**config.mk**
```make
export PLATFORM = sky130hd
export DESIGN_NAME = smooth_weighted_round_robin_flat
export DESIGN_NICKNAME = d
export VERILOG_FILES = /design/src/rtl/swrr_pkg.sv /design/src/rtl/swrr_if.sv /design/src/rtl/swrr_cfg.sv /design/src/rtl/swrr_ctrl.sv /design/src/rtl/swrr_dp.sv /design/src/rtl/smooth_weighted_round_robin.sv /design/src/flat_wrapper.sv
export SDC_FILE = /design/constraint.sdc
export NUM_CORES = 1
export LEC_CHECK = 0
export BUFFER_PORTS_ARGS = -buffer_cell sky130_fd_sc_hd__buf_2
export CORE_MARGIN = 10
export CORE_UTILIZATION = 44
export DETAILED_ROUTE_END_ITERATION = 12
export GPL_TIMING_DRIVEN = 0
export PLACE_DENSITY_LB_ADDON = 0.1
export SLEW_MARGIN = 30
export SYNTH_ARGS = -nofsm -noshare
export SYNTH_HDL_FRONTEND = slang
export SYNTH_SLANG_ARGS = --single-unit
```
**constraint.sdc**
```tcl
create_clock -name clk -period 9.12 [get_ports clk]
set_clock_uncertainty 0.2 [all_clocks]
set_input_delay 0.912 -clock clk [delete_from_list [all_inputs] [get_ports clk]]
set_output_delay 0.912 -clock clk [all_outputs]
set_load 0.05 [all_outputs]
```
**src/rtl/swrr_pkg.sv**
```systemverilog
// types, constants and helpers for the smooth weighted round-robin selector
// no dependencies
`default_nettype none

package swrr_pkg;

	localparam int ENDPOINTS = 8;
	localparam int LANES     = 8;
	localparam int NLANE     = (ENDPOINTS < LANES) ? ENDPOINTS : LANES;
	localparam int LANE_W    = (NLANE > 1) ? $clog2(NLANE) : 1;

	localparam int MASK_W    = 8;
	localparam int EP_W      = 3;
	localparam int CNT_CFG_W = 4;
	localparam int WT_W      = 8;
	localparam int TABLE_W   = 64;
	localparam int RW_W      = 16;
	localparam int TOTAL_W   = WT_W + LANE_W;
	localparam int EXT_W     = RW_W + 2;

	localparam int CFG_IDX_W  = 2;
	localparam int CFG_DATA_W = 64;

	localparam logic [CNT_CFG_W-1:0] N_ENDPOINTS_RST  = 4'd1;
	localparam logic [TABLE_W-1:0]   WEIGHT_TABLE_RST = 64'h0101_0101_0101_0101;
	localparam logic                 BREAKER_EN_RST   = 1'b0;

	localparam logic signed [RW_W-1:0] RW_MAX = 16'sh7fff;
	localparam logic signed [RW_W-1:0] RW_MIN = -16'sh8000;

	typedef enum logic [CFG_IDX_W-1:0] {
		CFG_N_ENDPOINTS    = 2'd0,
		CFG_WEIGHT_TABLE   = 2'd1,
		CFG_BREAKER_ENABLE = 2'd2
	} cfg_reg_t;

	typedef enum logic [1:0] {
		ST_IDLE,
		ST_SCAN,
		ST_FINISH
	} state_t;

	typedef struct packed {
		logic [CNT_CFG_W-1:0] n_endpoints;
		logic [TABLE_W-1:0]   weight_table;
		logic                 breaker_enable;
		logic                 clear;
	} cfg_t;

	typedef struct packed {
		logic load;
		logic step;
		logic finish;
	} dp_cmd_t;

	typedef struct packed {
		logic scan_last;
		logic out_free;
	} dp_sts_t;

	function automatic logic signed [RW_W-1:0] sat16(input logic signed [EXT_W-1:0] v);
		logic signed [EXT_W-1:0] hi;
		logic signed [EXT_W-1:0] lo;
		hi = EXT_W'(RW_MAX);
		lo = EXT_W'(RW_MIN);
		if (v > hi) begin
			return RW_MAX;
		end else if (v < lo) begin
			return RW_MIN;
		end else begin
			return v[RW_W-1:0];
		end
	endfunction

endpackage

`default_nettype wire

```
**src/rtl/swrr_if.sv**
```systemverilog
// valid/ready channel interfaces for request and response words
// depends on swrr_pkg
`default_nettype none

interface swrr_req_if import swrr_pkg::*; ();
	logic              valid;
	logic              ready;
	logic [MASK_W-1:0] inactive_mask;
	logic [MASK_W-1:0] breaker_open_mask;

	modport source (output valid, output inactive_mask, output breaker_open_mask, input ready);
	modport sink (input valid, input inactive_mask, input breaker_open_mask, output ready);
endinterface

interface swrr_rsp_if import swrr_pkg::*; ();
	logic            valid;
	logic            ready;
	logic [EP_W-1:0] chosen_endpoint;
	logic            none_available;

	modport source (output valid, output chosen_endpoint, output none_available, input ready);
	modport sink (input valid, input chosen_endpoint, input none_available, output ready);
endinterface

`default_nettype wire

```
**src/rtl/swrr_cfg.sv**
```systemverilog
// configuration registers and the running-weight clear strobe
// depends on swrr_pkg
`default_nettype none

module swrr_cfg import swrr_pkg::*; (
	input  logic                  clk,
	input  logic                  arst_n,
	input  logic                  cfg_we,
	input  logic [CFG_IDX_W-1:0]  cfg_index,
	input  logic [CFG_DATA_W-1:0] cfg_wdata,
	output cfg_t                  cfg
);

	logic [CNT_CFG_W-1:0] n_endpoints_q;
	logic [TABLE_W-1:0]   weight_table_q;
	logic                 breaker_enable_q;
	logic                 known;

	always_comb begin
		unique case (cfg_reg_t'(cfg_index))
			CFG_N_ENDPOINTS, CFG_WEIGHT_TABLE, CFG_BREAKER_ENABLE: known = 1'b1;
			default: known = 1'b0;
		endcase
	end

	always_ff @(posedge clk or negedge arst_n) begin
		if (!arst_n) begin
			n_endpoints_q    <= N_ENDPOINTS_RST;
			weight_table_q   <= WEIGHT_TABLE_RST;
			breaker_enable_q <= BREAKER_EN_RST;
		end else if (cfg_we) begin
			unique case (cfg_reg_t'(cfg_index))
				CFG_N_ENDPOINTS:    n_endpoints_q    <= cfg_wdata[CNT_CFG_W-1:0];
				CFG_WEIGHT_TABLE:   weight_table_q   <= cfg_wdata[TABLE_W-1:0];
				CFG_BREAKER_ENABLE: breaker_enable_q <= cfg_wdata[0];
				default: ;
			endcase
		end
	end

	assign cfg.n_endpoints    = n_endpoints_q;
	assign cfg.weight_table   = weight_table_q;
	assign cfg.breaker_enable = breaker_enable_q;
	// any write to a listed register drops the running weights
	assign cfg.clear          = cfg_we & known;

endmodule

`default_nettype wire

```
**src/rtl/swrr_ctrl.sv**
```systemverilog
// sequencer: accept, eight-lane scan, finish and hand off the result word
// depends on swrr_pkg
`default_nettype none

module swrr_ctrl import swrr_pkg::*; (
	input  logic    clk,
	input  logic    arst_n,
	input  logic    req_valid,
	output logic    req_ready,
	input  dp_sts_t sts,
	output dp_cmd_t cmd
);

	state_t state_q;
	state_t state_d;

	always_ff @(posedge clk or negedge arst_n) begin
		if (!arst_n) begin
			state_q <= ST_IDLE;
		end else begin
			state_q <= state_d;
		end
	end

	always_comb begin
		state_d    = state_q;
		req_ready  = 1'b0;
		cmd.load   = 1'b0;
		cmd.step   = 1'b0;
		cmd.finish = 1'b0;
		unique case (state_q)
			ST_IDLE: begin
				req_ready = 1'b1;
				if (req_valid) begin
					cmd.load = 1'b1;
					state_d  = ST_SCAN;
				end
			end
			ST_SCAN: begin
				cmd.step = 1'b1;
				if (sts.scan_last) begin
					state_d = ST_FINISH;
				end
			end
			ST_FINISH: begin
				// wait here until the output register can take the word
				if (sts.out_free) begin
					cmd.finish = 1'b1;
					state_d    = ST_IDLE;
				end
			end
			default: state_d = ST_IDLE;
		endcase
	end

endmodule

`default_nettype wire

```
**src/rtl/swrr_dp.sv**
```systemverilog
// datapath: running weights, lane scan with max tracking, winner update, output register
// depends on swrr_pkg
`default_nettype none

module swrr_dp import swrr_pkg::*; (
	input  logic              clk,
	input  logic              arst_n,
	input  cfg_t              cfg,
	input  dp_cmd_t           cmd,
	output dp_sts_t           sts,
	input  logic [MASK_W-1:0] inactive_mask,
	input  logic [MASK_W-1:0] breaker_open_mask,
	output logic              rsp_valid,
	input  logic              rsp_ready,
	output logic [EP_W-1:0]   rsp_chosen,
	output logic              rsp_none
);

	logic signed [RW_W-1:0] rw_q [NLANE];
	logic [NLANE-1:0]       elig_q;
	logic [LANE_W-1:0]      idx_q;
	logic [LANE_W-1:0]      chosen_q;
	logic signed [RW_W-1:0] best_q;
	logic [TOTAL_W-1:0]     total_q;
	logic                   found_q;
	logic                   out_valid_q;
	logic [EP_W-1:0]        out_chosen_q;
	logic                   out_none_q;

	logic [NLANE-1:0]       elig_d;
	logic [LANE_W-1:0]      rd_addr;
	logic signed [RW_W-1:0] rd_val;
	logic [WT_W-1:0]        wt_raw;
	logic [WT_W-1:0]        wt;
	logic signed [RW_W-1:0] add_sat;
	logic signed [RW_W-1:0] sub_sat;
	logic                   take;

	always_comb begin
		for (int i = 0; i < NLANE; i++) begin
			elig_d[i] = (int'(cfg.n_endpoints) > i) & ~inactive_mask[i]
				& ~(cfg.breaker_enable & breaker_open_mask[i]);
		end
	end

	// one read port: scan lane while scanning, winner while finishing
	assign rd_addr = cmd.finish ? chosen_q : idx_q;
	assign rd_val  = rw_q[rd_addr];

	assign wt_raw = cfg.weight_table[WT_W*idx_q +: WT_W];
	assign wt     = (wt_raw == '0) ? WT_W'(1) : wt_raw;

	assign add_sat = sat16(EXT_W'(rd_val) + $signed({{(EXT_W-WT_W){1'b0}}, wt}));
	assign sub_sat = sat16(EXT_W'(rd_val) - $signed({{(EXT_W-TOTAL_W){1'b0}}, total_q}));

	assign take = cmd.step & elig_q[idx_q];

	assign sts.scan_last = (idx_q == LANE_W'(NLANE - 1));
	assign sts.out_free  = ~out_valid_q | rsp_ready;

	always_ff @(posedge clk or negedge arst_n) begin
		if (!arst_n) begin
			for (int i = 0; i < NLANE; i++) begin
				rw_q[i] <= '0;
			end
			idx_q       <= '0;
			found_q     <= 1'b0;
			out_valid_q <= 1'b0;
		end else begin
			if (cfg.clear) begin
				for (int i = 0; i < NLANE; i++) begin
					rw_q[i] <= '0;
				end
			end else if (take) begin
				rw_q[idx_q] <= add_sat;
			end else if (cmd.finish && found_q) begin
				rw_q[chosen_q] <= sub_sat;
			end

			if (cmd.load) begin
				idx_q   <= '0;
				found_q <= 1'b0;
			end else if (cmd.step) begin
				idx_q <= idx_q + LANE_W'(1);
				if (take) begin
					found_q <= 1'b1;
				end
			end

			if (cmd.finish) begin
				out_valid_q <= 1'b1;
			end else if (rsp_ready) begin
				out_valid_q <= 1'b0;
			end
		end
	end

	always_ff @(posedge clk) begin
		if (cmd.load) begin
			elig_q   <= elig_d;
			chosen_q <= '0;
			total_q  <= '0;
			best_q   <= '0;
		end else if (take) begin
			total_q <= total_q + TOTAL_W'(wt);
			// strict compare keeps the lowest index on a tie
			if (!found_q || add_sat > best_q) begin
				best_q   <= add_sat;
				chosen_q <= idx_q;
			end
		end
		if (cmd.finish) begin
			out_chosen_q <= EP_W'(chosen_q);
			out_none_q   <= ~found_q;
		end
	end

	assign rsp_valid  = out_valid_q;
	assign rsp_chosen = out_chosen_q;
	assign rsp_none   = out_none_q;

endmodule

`default_nettype wire

```
**src/rtl/smooth_weighted_round_robin.sv**
```systemverilog
// one request word in, one response word out; each word takes accept, eight
// scan steps over the lanes through the single running-weight read port, finish
// response is registered at the finish step and held valid; next accept the cycle after
// the finish step stalls only while the previous response still sits unread
// reset loads the register defaults and zeroes all running weights
// a configuration write to a listed register also zeroes the running weights
`default_nettype none

module smooth_weighted_round_robin import swrr_pkg::*; (
	input  logic                  clk,
	input  logic                  arst_n,
	input  logic                  cfg_we,
	input  logic [CFG_IDX_W-1:0]  cfg_index,
	input  logic [CFG_DATA_W-1:0] cfg_wdata,
	swrr_req_if.sink              req,
	swrr_rsp_if.source            rsp
);

	cfg_t    cfg;
	dp_cmd_t cmd;
	dp_sts_t sts;

	swrr_cfg u_cfg (
		.clk       (clk),
		.arst_n    (arst_n),
		.cfg_we    (cfg_we),
		.cfg_index (cfg_index),
		.cfg_wdata (cfg_wdata),
		.cfg       (cfg)
	);

	swrr_ctrl u_ctrl (
		.clk       (clk),
		.arst_n    (arst_n),
		.req_valid (req.valid),
		.req_ready (req.ready),
		.sts       (sts),
		.cmd       (cmd)
	);

	swrr_dp u_dp (
		.clk               (clk),
		.arst_n            (arst_n),
		.cfg               (cfg),
		.cmd               (cmd),
		.sts               (sts),
		.inactive_mask     (req.inactive_mask),
		.breaker_open_mask (req.breaker_open_mask),
		.rsp_valid         (rsp.valid),
		.rsp_ready         (rsp.ready),
		.rsp_chosen        (rsp.chosen_endpoint),
		.rsp_none          (rsp.none_available)
	);

endmodule

`default_nettype wire

```
**src/flat_wrapper.sv**
```systemverilog
// flat-port wrapper written by rule: the top's interface ports become plain ports
module smooth_weighted_round_robin_flat import swrr_pkg::*;
  (clk, arst_n, cfg_we, cfg_index, cfg_wdata, req_valid, req_inactive_mask, req_breaker_open_mask, req_ready, rsp_valid, rsp_chosen_endpoint, rsp_none_available, rsp_ready);
  swrr_req_if req_i ();
  swrr_rsp_if rsp_i ();
  input  logic clk;
  input  logic arst_n;
  input  logic cfg_we;
  input  logic [CFG_IDX_W-1:0] cfg_index;
  input  logic [CFG_DATA_W-1:0] cfg_wdata;
  input wire logic [$bits(req_i.valid)-1:0] req_valid;
  input wire logic [$bits(req_i.inactive_mask)-1:0] req_inactive_mask;
  input wire logic [$bits(req_i.breaker_open_mask)-1:0] req_breaker_open_mask;
  output wire logic [$bits(req_i.ready)-1:0] req_ready;
  output wire logic [$bits(rsp_i.valid)-1:0] rsp_valid;
  output wire logic [$bits(rsp_i.chosen_endpoint)-1:0] rsp_chosen_endpoint;
  output wire logic [$bits(rsp_i.none_available)-1:0] rsp_none_available;
  input wire logic [$bits(rsp_i.ready)-1:0] rsp_ready;
  assign req_i.valid = req_valid;
  assign req_i.inactive_mask = req_inactive_mask;
  assign req_i.breaker_open_mask = req_breaker_open_mask;
  assign req_ready = req_i.ready;
  assign rsp_valid = rsp_i.valid;
  assign rsp_chosen_endpoint = rsp_i.chosen_endpoint;
  assign rsp_none_available = rsp_i.none_available;
  assign rsp_i.ready = rsp_ready;
  smooth_weighted_round_robin u_core (.clk(clk), .arst_n(arst_n), .cfg_we(cfg_we), .cfg_index(cfg_index), .cfg_wdata(cfg_wdata), .req(req_i), .rsp(rsp_i));
endmodule
```
## Word-level counts from Yosys, hierarchy flattened

Index checks and enable logic that the tools add are counted.

- Flip-flop bits (word level): 246
- Output and inout bits: 6
- Logic and storage cells: 158

- Add/sub/neg operators: 4
- Order comparisons: 19
- Eq/ne operators: 8
- Shifts and indexed selects: 1
- Mux-type cells: 38
- Bitwise logic cells: 48
- Reduce and logical (&&, ||, !) cells: 19

Operators with widths:

| cell | count |
|---|---|
| 128-bit 2-to-1 mux | 3 |
| 128-bit bitwise mux | 2 |
| 16-bit 2-to-1 mux | 8 |
| 16-bit demux with 3-bit select | 2 |
| 64-bit by 7-bit indexed part select with 8-bit output | 1 |
| 16-bit binary-select mux with 3-bit select | 1 |
| 17-bit by 16-bit > comparator with 1-bit output (second input constant) | 2 |
| 17-bit by 16-bit less-than comparator with 1-bit output (second input constant) | 2 |
| 1-bit bitwise AND | 26 |
| 1-bit inverter | 18 |
| 16-bit by 9-bit adder with 17-bit output | 1 |
| 16-bit by 12-bit subtractor with 17-bit output | 1 |
| 16-bit > comparator | 1 |
| 4-bit by 3-bit > comparator with 1-bit output (second input constant) | 4 |
| 1-bit 2-to-1 mux | 13 |
| 4-bit greater-or-equal comparator (second input constant) | 3 |
| 3-bit inverter with 4-bit output | 3 |
| 11-bit by 8-bit adder with 11-bit output | 1 |
| 2-bit AND reduction | 5 |
| 3-bit 2-to-1 mux | 3 |
| 4-bit by 1-bit > comparator with 1-bit output (second input constant) | 2 |
| 4-bit by 2-bit > comparator with 1-bit output (second input constant) | 2 |
| 8-bit zero test | 1 |
| 4-bit by 1-bit less-than comparator with 1-bit output (second input constant) | 2 |
| 20 further kinds | 30 |

## Logic depth before layout (Yosys ltp)

- Depth in word-level cells: 17
- Depth in mapped cells: 37

## Cells and area by module

Synthesis repeated with hierarchy kept, for this count alone.

- Cells, all modules: 1284
- Area total of the unflattened synthesis: 14026.0 um^2

Modules (own cells, without submodules):

| module | instances | cells each | area each (um^2) |
|---|---|---|---|
| swrr_dp | 1 | 1123 | 11055.6 |
| swrr_cfg | 1 | 150 | 2857.7 |
| swrr_ctrl | 1 | 11 | 112.6 |

## Worst setup path before layout

No wires, ideal clock.

- Path type: input -> register
- From: input port rsp_ready
- To: register u_core.u_dp.best_q[0]
- Library setup time: 86 ps
- Data arrival time: 7126 ps
- Setup slack: 1709 ps
- Stages: 35
- Buffers on the path: 7
- Cell sequence: and2b_1 o21ai_2 nand2_2 buf_4 buf_6 clkbuf_1 buf_1 nand2_1 nand3_1 nand3_1 o21ai_0 ha_1 a21o_1 a21o_1 a21oi_1 nor2_1 o2111ai_1 o221a_2 nor2b_1 o21ai_1 buf_2 buf_1 nand2_1 ha_1 nor2b_1 o21a_1 o21a_1 o21a_1 o21ai_0 a2111oi_0 nor3_1 a311oi_2 clkbuf_1 nor2_1 a211oi_1

- Word-level cells in the longest chain between the ends: 15
- Elaborated cells between the ends (all ways): 16
- Those cells by class: 1 x add/sub; 3 x order compare; 8 x mux; 2 x bitwise; 2 x reduce/logical

RTL lines:

| what | line | source |
|---|---|---|
| start, declared | flat_wrapper.sv:18 | `input wire logic [$bits(rsp_i.ready)-1:0] rsp_ready;` |
| 1-bit bitwise OR * | swrr_dp.sv:59 | `assign sts.out_free = ~out_valid_q \| rsp_ready;` |
| 1-bit 2-to-1 mux * | swrr_ctrl.sv:47 | `if (sts.out_free) begin` |
| 1-bit 2-to-1 mux * | swrr_ctrl.sv:31 | `unique case (state_q)` |
| 3-bit 2-to-1 mux * | swrr_dp.sv:47 | `assign rd_addr = cmd.finish ? chosen_q : idx_q;` |
| 3-bit inverter with 4-bit output (not written as such) * | swrr_dp.sv:48 | `assign rd_val = rw_q[rd_addr];` |
| 16-bit binary-select mux with 3-bit select * | swrr_dp.sv:48 |  |
| 16-bit 2-to-1 mux (not written as such) * (2 in series) | swrr_dp.sv:48 |  |
| 16-bit by 9-bit adder with 17-bit output * | swrr_dp.sv:53 | `assign add_sat = sat16(EXT_W'(rd_val) + $signed({{(EXT_W-WT_W){1'b0}}, wt}));` |
| 17-bit by 16-bit less-than comparator with 1-bit output | swrr_pkg.sv:68 | `end else if (v < lo) begin` |
| 16-bit 2-to-1 mux | swrr_pkg.sv:68 |  |
| 16-bit 2-to-1 mux * | swrr_pkg.sv:66 | `if (v > hi) begin` |
| net u_core.u_dp.add_sat[1] | swrr_dp.sv:35 | `logic signed [RW_W-1:0] add_sat;` |
| 16-bit > comparator * | swrr_dp.sv:107 | `if (!found_q \|\| add_sat > best_q) begin` |
| 1-bit logical OR * | swrr_dp.sv:107 |  |
| 2-bit AND reduction (no line) * | -- |  |
| end signal, assigned | swrr_dp.sv:108 | `best_q <= add_sat;` |
| end, declared | swrr_dp.sv:23 | `logic signed [RW_W-1:0] best_q;` |

Mark *: on every way through the listed nets, which the timed path passes. The rest lies on a longest branch. The select of a mux whose other input is x is not followed.
A chain may end at the register's enable or synchronous reset.

## Final worst setup path

- From: register u_core.u_dp.idx_q[1]
- To: register u_core.u_dp.best_q[0]

- Word-level cells in the longest chain between the ends: 12
- Elaborated cells between the ends (all ways): 19
- Those cells by class: 1 x add/sub; 3 x order compare; 1 x shift; 9 x mux; 2 x bitwise; 3 x reduce/logical

RTL lines:

| what | line | source |
|---|---|---|
| start, declared | swrr_dp.sv:21 | `logic [LANE_W-1:0] idx_q;` |
| start signal, assigned | swrr_dp.sv:84 | `idx_q <= idx_q + LANE_W'(1);` |
| parallel branches: the longest is 5 deep, another holds 64-bit by 7-bit indexed part select with 8-bit output | -- |  |
| 16-bit by 9-bit adder with 17-bit output * | swrr_dp.sv:53 |  |
| 17-bit by 16-bit less-than comparator with 1-bit output | swrr_pkg.sv:68 |  |
| 16-bit 2-to-1 mux | swrr_pkg.sv:68 |  |
| 16-bit 2-to-1 mux * | swrr_pkg.sv:66 |  |
| net u_core.u_dp.add_sat[1] | swrr_dp.sv:35 |  |
| 16-bit > comparator * | swrr_dp.sv:107 |  |
| 1-bit logical OR * | swrr_dp.sv:107 |  |
| 2-bit AND reduction (no line) * | -- |  |

Mark *: on every way through the listed nets, which the timed path passes. The select of a mux whose other input is x is not followed.

==> flow_metrics.tcl <==
set metrics [dict create \
    outcome "finished clean" \
    max_slew.worst_pin.slew_ps 948 \
    layout_commonest_cell "nand2_1" \
    rsz0062_at_grt "false" \
    slew_violations 0 \
    crit_path_top_delay_cell "buf_1" \
    critPathMaxFanout 10 \
    cts_root_buffer "clkbuf_16" \
    whs_ps 83.5 \
    row_count 65 \
    dp_hpwl_microns 35100 \
    clk_path_buf_depth 3 \
    final_nets 1735 \
    ys.flop_type "dfrtp_1" \
    period_needed_ps 8440 \
    antenna_found_initial 1 \
    multi_input_area_sq_mm 0.00740 \
    synth_top_area_cell "dfrtp_1" \
    die_y_microns 199 \
    syn_area_sq_mm 0.0141 \
    first_global_vias 12000 \
    wl_microns 47200 \
    syn_inst 1475 \
    vias_per_cell 5.96 \
    fillers 3010 \
    final_cell_mix "nand2_1, dfrtp_1, buf_2, o21ai_1, mux2_2" \
    syn_nets 1606 \
    placeableCoreArea_sq_mm 0.0316 \
    slew_headroom_pct 36.1 \
    die-area_sq_mm 0.0395 \
    worstPathRequired_ps 9410 \
    ant_nets 0 \
    drt_iter0_markers 1001 \
    start_kind "flop" \
    htreeDepth 1 \
    grt_pass1_wl_microns 73100 \
    drc 0 \
    die_w_microns 199 \
    ys_types 88 \
    finalHoldViolations 0 \
    grt_max_degree 75 \
    port_buffers 92 \
    postSynth.asyncResetShare_pct 82.9 \
    synth_edf_count 12 \
    clk_pin_slew_ps 60 \
    dr.pass1.iters 5 \
    regArea_sq_mm 0.00608 \
    maxCapViolations 0 \
    place_congestion 0.937 \
    synth_top_area_share_pct 34.7 \
    gr-total-overflow 0 \
    start_util_pct 44.6 \
    yosysWarningCount 0 \
    hold_class "in -> async" \
    tritoncts "done" \
    clock-sinks 246 \
    finalCritPeriodShare_pct 92.6 \
    ys_ff_latch 246 \
    wire_per_inst_microns 23.2 \
    critPathMaxStageDelay_ps 550 \
    final_layout_size_suffix_gt1_share_pct 19.7 \
    cp_common_cell "buf_2" \
    yosysSeqAreaShare_pct 43.2 \
    critPathKind "reg -> reg" \
    num_vias 12100 \
    ys_top_cells_by_area "dfrtp_1, nand2_1, mux2_2, dfxtp_1, ha_1" \
    critPathArrivalTime_ps 8730 \
    io_pins 93 \
    setup_violations 0 \
    post_synth.cell_area_avg_sq_um 9.54 \
    grt_use_total_pct 24.1 \
    fmaxAchievable_ghz 0.118 \
    area_growth_pct 15.0 \
    end_kind "flop" \
    numCtsBuffers 29 \
    clk-insertion-delay-late_ps 580 \
]
-- per-layer routing --
metal / global-route usage [%] / wire (microns)
met5: 0 / 0
met4: 7.57 / 1430
met3: 4.41 / 3480
met2: 37.2 / 20900
met1: 33.4 / 21300
-- worst paths after layout --
path                                                       from                                     endpoint  slack, ps  cells after the start
setup / recovery               u_core.u_dp.idx_q[1]$_DFFE_PN0P_           u_core.u_dp.best_q[0]$_SDFFE_PP0P_        680                     34
hold / removal                                           arst_n             u_core.u_dp.rw_q[91]$_DFFE_PN0P_         80                      1
setup reg to reg               u_core.u_dp.idx_q[1]$_DFFE_PN0P_           u_core.u_dp.best_q[0]$_SDFFE_PP0P_        680                     34
hold reg to reg            u_core.u_dp.chosen_q[1]$_SDFFE_PP0P_          u_core.u_dp.rsp_chosen[1]$_DFFE_PN_        250                      0
max in group asynchronous                                arst_n  u_core.u_cfg.weight_table_q[24]$_DFFE_PN1P_       7850                      2
min in group clk           u_core.u_dp.chosen_q[1]$_SDFFE_PP0P_          u_core.u_dp.rsp_chosen[1]$_DFFE_PN_        250                      0
-- through the flow --
stage          std cells  TNS (ps)  util (%)  instance area, sq um  setup WS [ps]
2_1_floorplan       1475         0         -                 14100           1710
3_3_place_gp        1969    -17390      47.6                 15000          -1050
3_5_place_dp        1974    -11280      48.0                 15100           -715
4_1_cts             2030         0      51.2                 16200            342
5_1_grt             2030         0      51.2                 16200           90.1
6_report            2030         0      51.2                 16200            676
-- cells in the mapped netlist, drive strengths merged, types with 6 or more instances --
master and n:
inv 62, nor2 71, or3 9, dfrtp 195, a211oi 25, a221o 7
and2 13, mux2i 27, nor2b 19, a311oi 10, a22oi 6, nand4 7
dfstp 9, mux2 75, o211ai 6, dfxtp 30, o21a 6, nand2b 16
edfxtp 12, a21oi 50, xor2 9, a2111oi 8, mux4 21, nand2 261
ha 41, xnor2 16, a21o 24, a221oi 7, a22o 18, nand3 60
o31ai 18, a31o 8, buf 33, and3 10, o21ai 163, clkbuf 50
-- kinds of logic after synthesis --
group / after synthesis / share of synthesized area, %
and+or+nand+nor: 488 / 15.8
AOI/OAI and AO/OA: 400 / 19.4
DFF: 246 / 43.2
buffers and inverters: 145 / 4.34
muxes: 123 / 11.3
adders and majority gates: 48 / 4.36
xor gates and xnor gates: 25 / 1.56
-- cell type report --
type,instances,share of cell area [%]
Multi-Input combinational cell,1084,45.8
Sequential cell,246,37.6
Clock buffer,40,5.05
Timing Repair Buffer,99,3.47
Tap cell,402,3.11
Buffer,82,2.34
Inverter,62,1.45
Clock inverter,14,1.18
Antenna cell,1,0.0155
-- critical path: cells and delay by family, from the launching register on --
| family | cells | cell delay [ps] |
|---|---|---|
| adder cells (fa/ha/maj) | 3 | 780 |
| AND/OR/NAND/NOR | 8 | 1270 |
| multiplexers | 1 | 410 |
| AO/OA/AOI/OAI | 13 | 2760 |
| buffers and inverters | 9 | 2590 |
| flip-flops | 1 | 340 |
-- registers in the layout, indices dropped and copies added (netlist names) --
name	flops
u_core.u_dp.total_q	11
u_core.u_dp.best_q	16
u_core.u_dp.rsp_none	1
u_core.u_dp.found_q	1
u_core.u_dp.rsp_chosen	3
u_core.u_cfg.weight_table_q	64
u_core.u_cfg.n_endpoints_q	4
u_core.u_dp.idx_q	3
u_core.u_dp.rw_q	128
u_core.u_ctrl.state_q	2
u_core.u_dp.rsp_valid	1
u_core.u_dp.elig_q	8
u_core.u_dp.chosen_q	3
u_core.u_cfg.breaker_enable_q	1
-- repair_timing --
action / CTS / global route
endpoints found under the setup margin: 15 / 19
endpoints found under the hold margin: 0 / 0
resized for setup: 1 / 11
pin swaps: 1 / 0
hold buffers: 0 / 0
buffers inserted: 2 / 0
Power is left out: the tool's default activity adds up to more than one toggle a clock period on the data nets, which glitch-free logic cannot reach.
